`config.mk`:
```
export PLATFORM = sky130hd
export DESIGN_NAME = keyword_identifier_lexer
export DESIGN_NICKNAME = d
export VERILOG_FILES = /design/src/design/kil_pkg.sv /design/src/design/kil_front.sv /design/src/design/kil_queue.sv /design/src/design/kil_back.sv /design/src/design/keyword_identifier_lexer.sv
export SDC_FILE = /design/constraint.sdc
export NUM_CORES = 1
export LEC_CHECK = 0
export BUFFER_PORTS_ARGS = -buffer_cell sky130_fd_sc_hd__buf_4
export CORE_ASPECT_RATIO = 1.25
export CORE_MARGIN = 8
export CORE_UTILIZATION = 50
export DETAILED_ROUTE_END_ITERATION = 6
export GPL_TIMING_DRIVEN = 0
export PLACE_DENSITY = 0.77
export SYNTH_ARGS = -nofsm -noshare
export SYNTH_HDL_FRONTEND = slang
export SYNTH_SLANG_ARGS = --single-unit
```
`constraint.sdc`:
```
create_clock -name clk -period 6.7 [get_ports clk]
set_input_delay 0 -clock clk [delete_from_list [all_inputs] [get_ports clk]]
set_output_delay 0 -clock clk [all_outputs]
set_load 0.02 [all_outputs]
```
`src/design/kil_pkg.sv`:
```
package kil_pkg;

    // token kinds and keyword numbers
    typedef enum logic [1:0] {
        TOK_SYMBOL  = 2'd0,
        TOK_KEYWORD = 2'd1,
        TOK_IDENT   = 2'd2
    } token_kind_t;

    typedef enum logic [1:0] {
        KW_WHERE  = 2'd0,
        KW_SELECT = 2'd1,
        KW_FROM   = 2'd2
    } kw_index_t;

    // identifier length saturation point
    localparam logic [7:0] LENGTH_LIMIT = 8'd255;
    localparam int QUEUE_DEPTH_DEF = 4;

    // special characters
    localparam logic [7:0] CH_COMMA   = 8'h2C;
    localparam logic [7:0] CH_QUOTE   = 8'h27;
    localparam logic [7:0] CH_EQUALS  = 8'h3D;
    localparam logic [7:0] CH_NEWLINE = 8'h0A;

    // keyword spellings, zero padded
    localparam logic [7:0] KW_TEXT [3][6] = '{
        '{8'h77, 8'h68, 8'h65, 8'h72, 8'h65, 8'h00},
        '{8'h73, 8'h65, 8'h6C, 8'h65, 8'h63, 8'h74},
        '{8'h66, 8'h72, 8'h6F, 8'h6D, 8'h00, 8'h00}
    };
    localparam logic [7:0] KW_LEN [3] = '{8'd5, 8'd6, 8'd4};

    // one token word
    typedef struct packed {
        token_kind_t kind;
        kw_index_t   kw;
        logic [7:0]  sym;
        logic [7:0]  len;
        logic [15:0] line;
        logic [15:0] col;
    } token_t;

    // what one input character leaves in the queue: one or two tokens
    typedef struct packed {
        token_t tok0;
        token_t tok1;
        logic   two;
    } entry_t;

    function automatic logic [15:0] sat_inc16(logic [15:0] v);
        return (v == 16'hFFFF) ? v : v + 16'd1;
    endfunction

    // keywords in mask that still match with character c at position pos
    function automatic logic [2:0] kw_match(logic [2:0] mask, logic [7:0] pos,
                                            logic [7:0] c);
        logic [2:0] r;
        r = '0;
        for (int i = 0; i < 3; i++) begin
            if (mask[i] && (pos < KW_LEN[i]) && (KW_TEXT[i][pos[2:0]] == c))
                r[i] = 1'b1;
        end
        return r;
    endfunction

endpackage

```
`src/design/kil_front.sv`:
```
module kil_front (
    input  logic              clk,
    input  logic              rst_n,
    input  logic              in_valid,
    output logic              in_ready,
    input  logic [7:0]        char_code,
    input  logic              is_end,
    input  logic              q_full,
    output logic              q_push,
    output kil_pkg::entry_t   q_data
);

    logic [15:0] line_reg, line_next;
    logic [15:0] col_reg, col_next;
    logic        in_id_reg, in_id_next;
    logic [7:0]  id_len_reg, id_len_next;
    logic [15:0] id_start_reg, id_start_next;
    logic [2:0]  kw_poss_reg, kw_poss_next;

    logic           accept;
    logic           is_letter, is_digit, is_sym, is_nl, alnum;
    logic           extend, flush, sym_tok;
    kil_pkg::token_t id_word, sym_word;

    assign in_ready = !q_full;
    assign accept   = in_valid && in_ready;

    // character classes
    always_comb
    begin
        is_letter = ((char_code >= 8'h61) && (char_code <= 8'h7A)) ||
                    ((char_code >= 8'h41) && (char_code <= 8'h5A));
        is_digit  = (char_code >= 8'h30) && (char_code <= 8'h39);
        is_sym    = (char_code == kil_pkg::CH_COMMA) || (char_code == kil_pkg::CH_QUOTE) ||
                    (char_code == kil_pkg::CH_EQUALS);
        is_nl     = (char_code == kil_pkg::CH_NEWLINE);
        alnum     = is_letter || is_digit;
        extend    = !is_end && in_id_reg && alnum;
        flush     = in_id_reg && (is_end || !alnum);
        sym_tok   = !is_end && is_sym;
    end

    // pending identifier as a token
    always_comb
    begin
        id_word      = '0;
        id_word.kind = kil_pkg::TOK_IDENT;
        id_word.kw   = kil_pkg::KW_WHERE;
        id_word.sym  = 8'd0;
        id_word.len  = id_len_reg;
        id_word.line = line_reg;
        id_word.col  = id_start_reg;
        priority if (kw_poss_reg[0] && (id_len_reg == kil_pkg::KW_LEN[0]))
        begin
            id_word.kind = kil_pkg::TOK_KEYWORD;
            id_word.kw   = kil_pkg::KW_WHERE;
        end
        else if (kw_poss_reg[1] && (id_len_reg == kil_pkg::KW_LEN[1]))
        begin
            id_word.kind = kil_pkg::TOK_KEYWORD;
            id_word.kw   = kil_pkg::KW_SELECT;
        end
        else if (kw_poss_reg[2] && (id_len_reg == kil_pkg::KW_LEN[2]))
        begin
            id_word.kind = kil_pkg::TOK_KEYWORD;
            id_word.kw   = kil_pkg::KW_FROM;
        end
        else
        begin
            id_word.kind = kil_pkg::TOK_IDENT;
        end
    end

    // symbol token at the current position
    always_comb
    begin
        sym_word      = '0;
        sym_word.kind = kil_pkg::TOK_SYMBOL;
        sym_word.kw   = kil_pkg::KW_WHERE;
        sym_word.sym  = char_code;
        sym_word.len  = 8'd1;
        sym_word.line = line_reg;
        sym_word.col  = col_reg;
    end

    // queue entry
    always_comb
    begin
        q_push      = accept && (flush || sym_tok);
        q_data.tok0 = flush ? id_word : sym_word;
        q_data.tok1 = sym_word;
        q_data.two  = flush && sym_tok;
    end

    // position and identifier tracking
    always_comb
    begin
        line_next     = line_reg;
        col_next      = col_reg;
        in_id_next    = in_id_reg;
        id_len_next   = id_len_reg;
        id_start_next = id_start_reg;
        kw_poss_next  = kw_poss_reg;
        if (flush)
        begin
            in_id_next   = 1'b0;
            id_len_next  = 8'd0;
            kw_poss_next = 3'd0;
        end
        if (!is_end)
        begin
            priority if (extend)
            begin
                kw_poss_next = kil_pkg::kw_match(kw_poss_reg, id_len_reg, char_code);
                if (id_len_reg < kil_pkg::LENGTH_LIMIT)
                    id_len_next = id_len_reg + 8'd1;
                col_next = kil_pkg::sat_inc16(col_reg);
            end
            else if (is_letter)
            begin
                in_id_next    = 1'b1;
                id_len_next   = 8'd1;
                id_start_next = col_reg;
                kw_poss_next  = kil_pkg::kw_match(3'b111, 8'd0, char_code);
                col_next      = kil_pkg::sat_inc16(col_reg);
            end
            else if (is_nl)
            begin
                line_next = kil_pkg::sat_inc16(line_reg);
                col_next  = 16'd1;
            end
            else
            begin
                col_next = kil_pkg::sat_inc16(col_reg);
            end
        end
    end

    always_ff @(posedge clk or negedge rst_n)
    begin
        if (!rst_n)
        begin
            line_reg     <= 16'd1;
            col_reg      <= 16'd1;
            in_id_reg    <= 1'b0;
            id_len_reg   <= 8'd0;
            id_start_reg <= 16'd0;
            kw_poss_reg  <= 3'd0;
        end
        else if (accept)
        begin
            line_reg     <= line_next;
            col_reg      <= col_next;
            in_id_reg    <= in_id_next;
            id_len_reg   <= id_len_next;
            id_start_reg <= id_start_next;
            kw_poss_reg  <= kw_poss_next;
        end
    end

endmodule

```
`src/design/kil_queue.sv`:
```
module kil_queue #(
    parameter int DEPTH = kil_pkg::QUEUE_DEPTH_DEF
) (
    input  logic             clk,
    input  logic             rst_n,
    input  logic             push,
    input  kil_pkg::entry_t  push_data,
    output logic             full,
    input  logic             pop,
    output kil_pkg::entry_t  pop_data,
    output logic             empty
);

    localparam int PW = (DEPTH > 2) ? $clog2(DEPTH) : 1;
    localparam int CW = $clog2(DEPTH + 1);
    localparam logic [PW-1:0] LAST = PW'(DEPTH - 1);

    kil_pkg::entry_t mem_reg [DEPTH];
    logic [PW-1:0]   wr_ptr_reg, rd_ptr_reg;
    logic [CW-1:0]   count_reg;
    logic            do_push, do_pop;

    assign full     = (count_reg == CW'(DEPTH));
    assign empty    = (count_reg == '0);
    assign do_push  = push && !full;
    assign do_pop   = pop && !empty;
    assign pop_data = mem_reg[rd_ptr_reg];

    // storage
    always_ff @(posedge clk)
    begin
        if (do_push)
            mem_reg[wr_ptr_reg] <= push_data;
    end

    // pointers and fill count
    always_ff @(posedge clk or negedge rst_n)
    begin
        if (!rst_n)
        begin
            wr_ptr_reg <= '0;
            rd_ptr_reg <= '0;
            count_reg  <= '0;
        end
        else
        begin
            if (do_push)
                wr_ptr_reg <= (wr_ptr_reg == LAST) ? '0 : wr_ptr_reg + PW'(1);
            if (do_pop)
                rd_ptr_reg <= (rd_ptr_reg == LAST) ? '0 : rd_ptr_reg + PW'(1);
            if (do_push && !do_pop)
                count_reg <= count_reg + CW'(1);
            else if (do_pop && !do_push)
                count_reg <= count_reg - CW'(1);
        end
    end

endmodule

```
`src/design/kil_back.sv`:
```
module kil_back (
    input  logic             clk,
    input  logic             rst_n,
    input  logic             q_empty,
    input  kil_pkg::entry_t  q_data,
    output logic             q_pop,
    output logic             out_valid,
    input  logic             out_ready,
    output kil_pkg::token_t  out_tok,
    output logic             out_last
);

    logic            valid_reg;
    logic            pend_reg;
    logic            last_reg;
    kil_pkg::token_t tok_reg;
    kil_pkg::token_t hold_reg;
    logic            load_ok;

    assign load_ok   = !valid_reg || out_ready;
    assign q_pop     = load_ok && !pend_reg && !q_empty;
    assign out_valid = valid_reg;
    assign out_tok   = tok_reg;
    assign out_last  = last_reg;

    // control: output valid and held second word
    always_ff @(posedge clk or negedge rst_n)
    begin
        if (!rst_n)
        begin
            valid_reg <= 1'b0;
            pend_reg  <= 1'b0;
        end
        else if (load_ok)
        begin
            if (pend_reg)
            begin
                valid_reg <= 1'b1;
                pend_reg  <= 1'b0;
            end
            else if (!q_empty)
            begin
                valid_reg <= 1'b1;
                pend_reg  <= q_data.two;
            end
            else
            begin
                valid_reg <= 1'b0;
            end
        end
    end

    // payload: output word and skid for the second token
    always_ff @(posedge clk)
    begin
        if (load_ok)
        begin
            if (pend_reg)
            begin
                tok_reg  <= hold_reg;
                last_reg <= 1'b1;
            end
            else if (!q_empty)
            begin
                tok_reg  <= q_data.tok0;
                last_reg <= !q_data.two;
                hold_reg <= q_data.tok1;
            end
        end
    end

endmodule

```
`src/design/keyword_identifier_lexer.sv`:
```
// Keyword and identifier lexer.
// Input channel: in_valid/in_ready with char_code and is_end, one character
// or end marker per word. Output channel: out_valid/out_ready with one token
// per word (kind, keyword number, symbol, length, start line and column) and
// last_of_run set on the last token caused by one input word.
// Throughput: one input word per cycle while the queue has room. A character
// that closes an identifier and is itself a symbol yields two tokens, which
// leave as two output words. A token is written into the queue at the edge
// that takes the word, then moves into the output register once that is free.
// The front tracks line, column and the open identifier and writes tokens
// into a QUEUE_DEPTH entry queue; the back drains it through an output
// register with a one-word skid for the second token.
// When the receiver stalls, the output word holds, the queue fills, and
// in_ready drops once the queue is full; input stalls do not disturb output.
// Reset puts line and column at 1, clears any open identifier and empties
// the queue and output.
module keyword_identifier_lexer #(
    parameter int QUEUE_DEPTH = kil_pkg::QUEUE_DEPTH_DEF
) (
    input  logic        clk,
    input  logic        rst_n,
    input  logic        in_valid,
    output logic        in_ready,
    input  logic [7:0]  char_code,
    input  logic        is_end,
    output logic        out_valid,
    input  logic        out_ready,
    output logic [1:0]  token_kind,
    output logic [1:0]  keyword_index,
    output logic [7:0]  symbol_code,
    output logic [7:0]  token_length,
    output logic [15:0] token_line,
    output logic [15:0] token_column,
    output logic        last_of_run
);

    logic            q_full, q_empty, q_push, q_pop;
    kil_pkg::entry_t q_wdata, q_rdata;
    kil_pkg::token_t out_tok;

    // front: classify characters and build tokens
    kil_front u_front (
        .clk       (clk),
        .rst_n     (rst_n),
        .in_valid  (in_valid),
        .in_ready  (in_ready),
        .char_code (char_code),
        .is_end    (is_end),
        .q_full    (q_full),
        .q_push    (q_push),
        .q_data    (q_wdata)
    );

    // token queue between front and back
    kil_queue #(
        .DEPTH (QUEUE_DEPTH)
    ) u_queue (
        .clk       (clk),
        .rst_n     (rst_n),
        .push      (q_push),
        .push_data (q_wdata),
        .full      (q_full),
        .pop       (q_pop),
        .pop_data  (q_rdata),
        .empty     (q_empty)
    );

    // back: deliver tokens one word at a time
    kil_back u_back (
        .clk       (clk),
        .rst_n     (rst_n),
        .q_empty   (q_empty),
        .q_data    (q_rdata),
        .q_pop     (q_pop),
        .out_valid (out_valid),
        .out_ready (out_ready),
        .out_tok   (out_tok),
        .out_last  (last_of_run)
    );

    assign token_kind    = 2'(out_tok.kind);
    assign keyword_index = 2'(out_tok.kw);
    assign symbol_code   = out_tok.sym;
    assign token_length  = out_tok.len;
    assign token_line    = out_tok.line;
    assign token_column  = out_tok.col;

endmodule

```
Yosys cells after proc, flatten, opt, wreduce, memory -nomap -nowiden
Memory sizes are Yosys's and may differ from the RTL's.
Index checks and enable logic that the tools add are counted.
{"block": "totals", "out_inout_bits": 55, "romBits": 192, "regBits": 174, "ram_bits": 372, "wordCells": 167, "mem_count": 4, "input_bits": 13}
{"block": "classes", "order_cmp": 11, "muxes": 47, "n_reduce_logical": 48, "n_eq_ne": 19, "bitwise": 7, "n_addsub": 7}
{"name": "u_queue.mem_reg", "depth": 4, "word_bits": 93, "read_ports": 1, "rd_clocked_by_memory_dff": 0, "wr": 1, "line_no": "kil_queue.sv:18", "text": "kil_pkg::entry_t mem_reg [DEPTH];"}
{"name": "(no name shown)", "depth": 8, "word_bits": 8, "read_ports": 1, "rd_clocked_by_memory_dff": 0, "wr": 0, "line_no": "kil_pkg.sv:61", "text": "if (mask[i] && (pos < KW_LEN[i]) && (KW_TEXT[i][pos[2:0]] == c))"}
{"name": "(no name shown)", "depth": 8, "word_bits": 8, "read_ports": 1, "rd_clocked_by_memory_dff": 0, "wr": 0, "line_no": "kil_pkg.sv:61"}
{"name": "(no name shown)", "depth": 8, "word_bits": 8, "read_ports": 1, "rd_clocked_by_memory_dff": 0, "wr": 0, "line_no": "kil_pkg.sv:61"}
{"operator": "2-to-1 mux 52 bit", "n": 3}
{"operator": "2-to-1 mux 8 bit", "n": 11}
{"operator": "2-to-1 mux 16 bit", "n": 4}
{"operator": "adder 16 x 1 -> 16 bit, second input constant", "n": 2}
{"operator": "== test 16 bit, second input constant", "n": 2}
{"operator": "logical AND 1 bit", "n": 25}
{"operator": "== test 7 x 8 -> 1 bit, first input constant", "n": 3}
{"operator": "== test 8 x 3 -> 1 bit, second input constant", "n": 3}
{"operator": "== test 8 x 6 -> 1 bit, second input constant", "n": 3}
{"operator": "== test 8 bit", "n": 3}
{"operator": "< comparator 8 x 3 -> 1 bit, second input constant", "n": 3}
{"operator": "2-to-1 mux 3 bit", "n": 6}
{"operator": "2-to-1 mux 1 bit", "n": 17}
{"operator": "greater-or-equal comparator 8 x 7 -> 1 bit, second input constant", "n": 2}
{"operator": "<= comparator 8 x 7 -> 1 bit, second input constant", "n": 2}
{"operator": "zero test 1 bit", "n": 9}
{"operator": "adder 8 x 1 -> 8 bit, second input constant", "n": 1}
{"operator": "== test 8 x 4 -> 1 bit, second input constant", "n": 1}
{"operator": "greater-or-equal comparator 8 x 6 -> 1 bit, second input constant", "n": 1}
{"operator": "<= comparator 8 x 6 -> 1 bit, second input constant", "n": 1}
{"operator": "< comparator 8 bit, second input constant", "n": 1}
{"operator": "2-to-1 mux 2 bit", "n": 4}
{"operator": "2-to-1 mux 4 bit", "n": 2}
{"operator": "logical OR 1 bit", "n": 7}
{"operator": "15 further kinds", "n": 23}

Longest topological paths before layout
Gate-level depths: netlist (run 1).
{"block": "depth", "ltp_word": 14, "ltp_mapped": 12}

Hierarchy
A second synthesis (run 1) with hierarchy kept.
{"block": "unflattened", "hier_cells": 1213, "area_unflattened_um2": 23607.6}
{"mod": "kil_queue", "seq_area_each_um2": 12787.3, "n_inst": 1, "cells_per_inst": 586, "area_each_um2": 15559.9}
{"mod": "kil_front", "seq_area_each_um2": 1503.9, "n_inst": 1, "cells_per_inst": 451, "area_each_um2": 4142.7}
{"mod": "kil_back", "seq_area_each_um2": 3203.1, "n_inst": 1, "cells_per_inst": 176, "area_each_um2": 3905.0}

Worst setup path before layout (run 1)
OpenSTA, ideal clock, no wires.
{"block": "synth_timing", "path_kind": "register to register", "from": "register u_back.valid_reg, in the netlist u_back.out_valid", "to": "register u_queue.count_reg[1]", "setup_time_ps": 125, "t_arrival_ps": 4809, "path_stages_with_launch": 8, "n_path_buf": 0, "period_less_slack_ps": 4934, "path_slack_ps": 1766, "cell_sequence": "dfrtp_1 > nor2b_1 > nor3_1 > inv_1 > ha_1 > inv_1 > fa_1 > mux2_2"}
{"block": "synth_between", "elab_chain_len": 8}
{"item": "start: declaration", "line_no": "kil_back.sv:13", "text": "logic valid_reg;"}
{"item": "start signal: assignment", "line_no": "kil_back.sv:31", "text": "valid_reg <= 1'b0;"}
{"item": "start signal: assignment", "line_no": "kil_back.sv:38", "text": "valid_reg <= 1'b1;"}
{"item": "start signal: assignment", "line_no": "kil_back.sv:43", "text": "valid_reg <= 1'b1;"}
{"item": "zero test 1 bit (*)", "line_no": "kil_back.sv:20", "text": "assign load_ok = !valid_reg || out_ready;"}
{"item": "logical OR 1 bit (*)", "line_no": "kil_back.sv:20"}
{"item": "logical AND 1 bit (*) (2 in series)", "line_no": "kil_back.sv:21", "text": "assign q_pop = load_ok && !pend_reg && !q_empty;"}
{"item": "logical AND 1 bit (*)", "line_no": "kil_queue.sv:26", "text": "assign do_pop = pop && !empty;"}
{"item": "zero test 1 bit", "line_no": "kil_queue.sv:51", "text": "if (do_push && !do_pop)"}
{"item": "logical AND 1 bit", "line_no": "kil_queue.sv:51"}
{"item": "2-to-1 mux 3 bit or nonzero test 2 bit (tied branches)"}
{"item": "end signal: assignment", "line_no": "kil_queue.sv:52", "text": "count_reg <= count_reg + CW'(1);"}
{"item": "end signal: assignment", "line_no": "kil_queue.sv:54", "text": "count_reg <= count_reg - CW'(1);"}
{"item": "end: declaration", "line_no": "kil_queue.sv:20", "text": "logic [CW-1:0] count_reg;"}
Mark *: on every way between the ends. The rest lies on a longest branch, timed or not.
A chain may end at the register's enable or synchronous reset.

Worst setup path after layout (run 1)
{"block": "layout_timing", "from": "input port char_code[4]", "to": "memory u_queue.mem_reg[3][64] in the netlist's numbering (enable)"}
{"block": "layout_between", "elab_chain_len": 12}
{"item": "start: declaration", "line_no": "keyword_identifier_lexer.sv:24", "text": "input logic [7:0] char_code,"}
{"item": "greater-or-equal comparator 8 x 7 -> 1 bit, or another cell as far along", "line_no": "kil_front.sv:31", "text": "is_letter = ((char_code >= 8'h61) && (char_code <= 8'h7A)) ||"}
{"item": "logical AND 1 bit, on equally long branches", "line_no": "kil_front.sv:31, kil_front.sv:32"}
{"item": "logical OR 1 bit", "line_no": "kil_front.sv:31"}
{"item": "logical OR 1 bit", "line_no": "kil_front.sv:37", "text": "alnum = is_letter || is_digit;"}
{"item": "zero test 1 bit", "line_no": "kil_front.sv:39", "text": "flush = in_id_reg && (is_end || !alnum);"}
{"item": "logical OR 1 bit", "line_no": "kil_front.sv:39"}
{"item": "logical AND 1 bit", "line_no": "kil_front.sv:39"}
{"item": "logical OR 1 bit (*)", "line_no": "kil_front.sv:89", "text": "q_push = accept && (flush || sym_tok);"}
{"item": "logical AND 1 bit (*)", "line_no": "kil_front.sv:89"}
{"item": "logical AND 1 bit (*)", "line_no": "kil_queue.sv:25", "text": "assign do_push = push && !full;"}
{"item": "net u_queue.do_push", "line_no": "kil_queue.sv:21", "text": "logic do_push, do_pop;"}
{"item": "2-to-1 mux 1 bit (*)", "line_no": "kil_queue.sv:32", "text": "if (do_push)"}
{"item": "2-to-1 mux 1 bit (implied by the code) (*)", "line_no": "kil_queue.sv:33", "text": "mem_reg[wr_ptr_reg] <= push_data;"}
{"item": "end: declaration", "line_no": "kil_queue.sv:18"}
Mark *: on every way through the listed nets, which the timed path passes. The rest lies on a longest branch.

==> impl_metrics.json, run 1 <==
{
  "start_kind": "input pin",
  "die_area_mm2": 0.04399,
  "cp.arrival_ns": 3.65,
  "max_freq_mhz": 292.2,
  "worst_clock_skew_ns": 0.01749,
  "final_cell_mix": "edfxtp_1, mux4_2, nand2_1",
  "antenna_cells": 0,
  "cts.htree.levels": 2,
  "timing.final.ws_setup_ns": 3.277,
  "reg2reg_slack_ns": 3.58,
  "vias": 9688,
  "synth_cell_type_count": 72,
  "drtPass1Iterations": 6,
  "syn_inst": 1040,
  "cp.required_ns": 6.93,
  "comb_power_share_pct": 24.6,
  "fill_cells": 2704,
  "die_x_um": 189.2,
  "drc": 0,
  "yosysWarnings": 0,
  "ys.flop_type": "edfxtp_1",
  "critPathBufInv": 4,
  "nNetsFinal": 1206,
  "die_y_um": 232.5,
  "cts_buffer_depth": 3,
  "io_pins": 68,
  "synth_seq_area_share_pct": 73.45,
  "grt_pass1_vias": 10178,
  "clk_pin_slew_ns": 0.07,
  "drt-wirelength-per-cell_um": 21.66,
  "port_buffers": 67,
  "clock_sinks": 470,
  "worst_path_max_delay_cell": "and2_4",
  "syn_nets": 1070,
  "start_util_pct": 50.58,
  "setup_viol": 0,
  "grt_max_degree": 70,
  "finalCriticalPeriod_ns": 3.423,
  "clkPwrFrac_pct": 30.1,
  "cts_buffers": 45,
  "timing.rr.end": "u_queue.mem_reg[3][64]",
  "postLayoutCellArea_mm2": 0.02171,
  "synth-seq-cells": 470,
  "final_hold_viol_count": 0,
  "critPathCaptureType": "flop",
  "fin_crit_sh_pct": 51.08,
  "vias_per_cell": 5.702,
  "power_density_mw_per_mm2": 395.7,
  "drt_iter0_markers": 799,
  "grt_pass1_wl_mm": 57.80,
  "grt_usage_pct": 16.99,
  "synth_edf_count": 401,
  "route.antenna.remaining_nets": 0,
  "place.gp.congestion": 0.8719,
  "area.sequential_mm2": 0.01377,
  "critPathKind": "in -> reg",
  "core-area_mm2": 0.03707,
  "min_path_type": "in -> async",
  "cp_top_family": "simple AND/OR/NAND/NOR gates",
  "dp_slack_ns": 3.305,
  "maxSlewHeadroom_pct": 21.99,
  "layout_commonest_cell": "edfxtp_1",
  "p_int_w": 0.006205,
  "seqPwrFrac_pct": 45.3,
  "drt-total-wl_mm": 36.81,
  "clk_latency_ns": 0.55,
  "cts_setup_buffers": 0,
  "reg2reg_depth": 6,
  "tritoncts": "done",
  "cts_root_buffer": "clkbuf_16",
  "path_cells": "dlygate4sd3_1 > buf_4 > buf_6 > or4_1 > o221ai_2 > o21ai_1 > a21oi_1 > and2_4 > buf_16",
  "placement_rows": 79,
  "maxCapViolCount": 0,
  "rsz0062_at_grt": "false",
  "place_hpwl_mm": 23.26,
  "p_sw_share_pct": 27.79,
  "tightest_slew_ns": 1.170,
  "r2r-start": "u_queue.count_reg[0]",
  "place_inst": 1603,
  "layout.cells.non_filler": 1699,
  "avgSynthCellArea_um2": 18.03,
  "worstPathMaxFanout": 41,
  "layout-drive-gt1-share_pct": 25.06,
  "cp_slowest_stage_delay_ns": 0.76,
  "status": "finished clean",
  "multi_input_area_mm2": 0.004750,
  "synth_area_mm2": 0.01875,
  "area_delta_synth_final_pct": 15.82,
  "antenna_found_initial": 0,
  "power.switching_w": 0.002388,
  "placed_area_mm2": 0.02007,
  "fin_util_pct": 58.58,
  "peakVddDrop_mv": 0.2930,
  "setup_tns_ns": 0,
  "p_leak_nw": 7.446,
  "synthArstFlopShare_pct": 14.68,
  "maxSlewViolCount": 0,
  "largest_reg_flops": 308,
  "overflow": 0
}
## cell families (layout without fill, tap and decap cells)
group                    Yosys count  in the layout  synth area share [%]
AND/OR/NAND/NOR                  241            241                 6.613
buffers and inverters             63            236                 1.341
multiplexers                     141            141                 13.08
AO/OA/AOI/OAI                     73             73                 2.710
XOR/XNOR                          35             35                 1.635
adder cells (fa/ha/maj)           17             17                 1.175
flip-flops                       470            470                 73.45
## through the flow
| step | power, W | hold WS, ns |
|---|---|---|
| floorplan | 0.005317 | -0.2956 |
| global placement | 0.006042 | 0.2150 |
| detailed placement | 0.006102 | 0.2167 |
| CTS | 0.008703 | 0.1727 |
| global route | 0.008962 | 0.2243 |
| finish | 0.008593 | 0.1444 |
## layer usage
metal | global-route usage, % | wire [um]
met2 | 29.69 | 19060
met5 | 0 | 0
met3 | 2.846 | 2150
met4 | 6.580 | 1117
met1 | 20.96 | 14470
## power by group through the flow
| stage | Sequential [W] | Clock [W] | Combinational, W |
|---|---|---|---|
| floorplan | 0.00413 | 0 | 0.00119 |
| global placement | 0.00397 | 0 | 0.00207 |
| detailed placement | 0.00395 | 0 | 0.00215 |
| CTS | 0.00390 | 0.00264 | 0.00217 |
| global route | 0.00393 | 0.00274 | 0.00229 |
| finish | 0.00389 | 0.00259 | 0.00212 |
## worst register-to-register path, stage by stage (launching register included)
cell,delay (ns)
dfrtp_1,0.44
or3b_1,0.14
clkbuf_1,0.26
nand2_1,0.26
a21oi_1,0.58
and2_4,0.76
buf_16,0.32
## cells in the mapped netlist (all sizes together), types with 10 or more instances
library cell	n	area (um2)
nor2b	15	93.84
o21ai	12	60.06
nor3	10	50.05
inv	14	52.55
xor2	12	105.1
and2	16	100.1
nor2	39	146.4
nand2	74	277.8
clkbuf	31	116.4
edfxtp	401	12040
a21oi	18	90.09
dfrtp	67	1677
mux2	62	698.2
mux4	77	1734
and3	10	62.56
ha	16	200.2
buf	17	78.83
nand3	28	140.1
xnor2	23	201.4
## final cells by class
| cell class | instances | area share [%] |
|---|---|---|
| Buffer | 48 | 0.8989 |
| Clock buffer | 59 | 5.670 |
| Clock inverter | 25 | 1.337 |
| Inverter | 15 | 0.2593 |
| Multi-Input combinational cell | 507 | 21.87 |
| Sequential cell | 470 | 63.42 |
| Tap cell | 486 | 2.800 |
| Timing Repair Buffer | 89 | 3.745 |
## repair_timing
action / CTS / global route
resized for setup: 0 / 0
hold buffers: 12 / 0
endpoints found under the hold margin: 113 / 0
## worst max path at each step
| stage | to | from | cells after the start | slack (ns) |
|---|---|---|---|---|
| finish | u_queue.mem_reg[3][64] | char_code[4] | 9 | 3.28 |
| global route | u_queue.mem_reg[3][64] | char_code[4] | 9 | 3.12 |
| CTS | u_queue.mem_reg[3][68] | char_code[4] | 9 | 3.30 |
| detailed placement | u_queue.mem_reg[3][64] | char_code[4] | 8 | 3.30 |
| global placement | u_queue.count_reg[1] | u_queue.count_reg[0] | 7 | -1.07 |
| floorplan | u_queue.count_reg[1] | u_back.out_valid | 7 | 1.77 |
Note: power is estimated with default switching activity, not from simulation.
==> run 2, diff against run 1 <==
--- a/config.mk
+++ b/config.mk
@@ -11,7 +11,7 @@
 export CORE_UTILIZATION = 50
 export DETAILED_ROUTE_END_ITERATION = 6
 export GPL_TIMING_DRIVEN = 0
-export PLACE_DENSITY = 0.77
+export PLACE_DENSITY = 0.79
 export SYNTH_ARGS = -nofsm -noshare
 export SYNTH_HDL_FRONTEND = slang
 export SYNTH_SLANG_ARGS = --single-unit
==> constraint.sdc (replaced) <==
create_clock -name clk -period 3.1 [get_ports clk]
set_input_delay 0 -clock clk [delete_from_list [all_inputs] [get_ports clk]]
set_output_delay 0 -clock clk [all_outputs]
set_load 0.02 [all_outputs]
==> impl_metrics.json, run 2 (same netlist as run 1, synthesis figures left out) <==
{
  "worst_path_max_delay_cell": "dlygate4sd3_1",
  "start_kind": "input pin",
  "r2r-start": "u_queue.count_reg[0]",
  "setup_tns_ns": 0,
  "placement_rows": 79,
  "rsz0062_at_grt": "false",
  "path_cells": "dlygate4sd3_1 > buf_4 > or4_1 > o221ai_2 > o21ai_1 > a21oi_4 > and2_4 > buf_16",
  "power_density_mw_per_mm2": 853.8,
  "die_x_um": 189.2,
  "area_delta_synth_final_pct": 16.02,
  "min-delay-start": "char_code[1]",
  "dp_slack_ns": -0.2900,
  "cp.arrival_ns": 3.10,
  "min_path_type": "in -> reg",
  "fill_cells": 2703,
  "multi_input_area_mm2": 0.004790,
  "start_util_pct": 50.58,
  "drtPass1Iterations": 5,
  "peakVddDrop_mv": 0.5423,
  "core-area_mm2": 0.03707,
  "die_y_um": 232.5,
  "worst_clock_skew_ns": 0.01337,
  "critPathCaptureType": "flop",
  "layout-drive-gt1-share_pct": 26.12,
  "maxSlewHeadroom_pct": 33.38,
  "drc": 0,
  "clk_latency_ns": 0.55,
  "cts_setup_buffers": 0,
  "area.sequential_mm2": 0.01377,
  "fin_util_pct": 58.69,
  "largest_reg_flops": 308,
  "status": "finished clean",
  "timing.final.ws_setup_ns": 0.2103,
  "p_leak_nw": 7.456,
  "clk_pin_slew_ns": 0.07,
  "critPathKind": "in -> reg",
  "grt_pass1_wl_mm": 59.11,
  "tritoncts": "done",
  "maxCapViolCount": 0,
  "tightest_slew_ns": 0.9994,
  "overflow": 0,
  "cts_root_buffer": "clkbuf_16",
  "final_cell_mix": "edfxtp_1, mux4_2, nand2_1",
  "cts.htree.levels": 2,
  "grt_pass1_vias": 10304,
  "startpoint": "char_code[0]",
  "fin_crit_sh_pct": 93.22,
  "grt_usage_pct": 17.34,
  "place_hpwl_mm": 23.17,
  "vias": 9728,
  "final_hold_viol_count": 0,
  "cp.required_ns": 3.31,
  "antenna_found_initial": 1,
  "maxSlewViolCount": 0,
  "vias_per_cell": 5.736,
  "finalCriticalPeriod_ns": 2.890,
  "setup_viol": 0,
  "cp_slowest_stage_delay_ns": 0.54,
  "cts_buffer_depth": 3,
  "drt-wirelength-per-cell_um": 22.32,
  "die_area_mm2": 0.04399,
  "drt-total-wl_mm": 37.85,
  "antenna_cells": 0,
  "io_pins": 68,
  "port_buffers": 67,
  "grt_max_degree": 70,
  "layout_commonest_cell": "edfxtp_1",
  "cts_buffers": 43,
  "place.gp.congestion": 0.8596,
  "route.antenna.remaining_nets": 0,
  "max_freq_mhz": 346.1,
  "nNetsFinal": 1206,
  "clock_sinks": 470,
  "holdWs_ns": 0.03884,
  "drt_iter0_markers": 745,
  "worstPathMaxFanout": 53
}
run 2: cell count changes in the layout (fill, tap and decap cells not counted), sizes merged, moves of 2 or more:
cell	delta
clkinvlp	+3
and2	+3
clkinv	-4
clkbuf	-3
bufinv	-2
buf	-2
run 2: area by class of cell:
| type | count | area share [%] |
|---|---|---|
| Sequential cell | 470 | 63.30 |
| Multi-Input combinational cell | 510 | 22.02 |
| Clock buffer | 56 | 5.694 |
| Timing Repair Buffer | 88 | 3.831 |
| Tap cell | 486 | 2.795 |
| Clock inverter | 23 | 1.191 |
| Buffer | 48 | 0.9088 |
| Inverter | 15 | 0.2588 |
run 2: report_power, final:
| part | switching [W] | total, W | internal (W) |
|---|---|---|---|
| logic | 0.00258 | 0.00467 | 0.00209 |
| clock network | 0.00229 | 0.00548 | 0.00319 |
| registers | 0.000380 | 0.00842 | 0.00804 |
| total | 0.00526 | 0.0186 | 0.0133 |
run 2: through the flow:
stage | instances | instance area, um2 | total power (W)
2_1_floorplan | 1040 | 18770 | 0.01148
3_3_place_gp | 1593 | 19880 | 0.01300
3_5_place_dp | 1601 | 20090 | 0.01324
4_1_cts | 1694 | 21730 | 0.01877
5_1_grt | 1696 | 21750 | 0.01933
6_report | 1696 | 21750 | 0.01857
run 2: worst paths after layout:
check / endpoint / slack (ns) / cells after the start
worst max-delay path: u_queue.mem_reg[2][11] / 0.21 / 8
min in group asynchronous: u_back.out_valid / 0.16 / 2
worst max register to register: u_front.id_start_reg[10] / 0.27 / 6
worst min-delay path: u_front.col_reg[0] / 0.04 / 5
worst min register to register: u_front.id_start_reg[5] / 0.51 / 1
max in group asynchronous: u_front.line_reg[4] / 2.29 / 2
run 2: worst max-delay path, delay by kind of cell:
| kind | cells | cell delay, ns |
|---|---|---|
| AOI/OAI and AO/OA | 3 | 1.03 |
| and+or+nand+nor | 2 | 0.95 |
| buffers and inverters | 3 | 1.06 |
run 2: layer usage:
metal / vias up / share of wire (%) / GRT usage [%]
met2: 293 / 52 / 30.85
met5: - / 0.034 / 0
met4: 2 / 2.2 / 5.479
met1: 5009 / 40 / 21.43
met3: 62 / 5.5 / 2.846
li1: 4362 / - / -
run 2: timing repair:
action | in CTS | in global routing
endpoints found under the hold margin | 113 | 0
hold buffers | 13 | 0
gates cloned | 1 | 2
pin swaps | 1 | 2
resized for setup | 2 | 3
endpoints found under the setup margin | 79 | 189
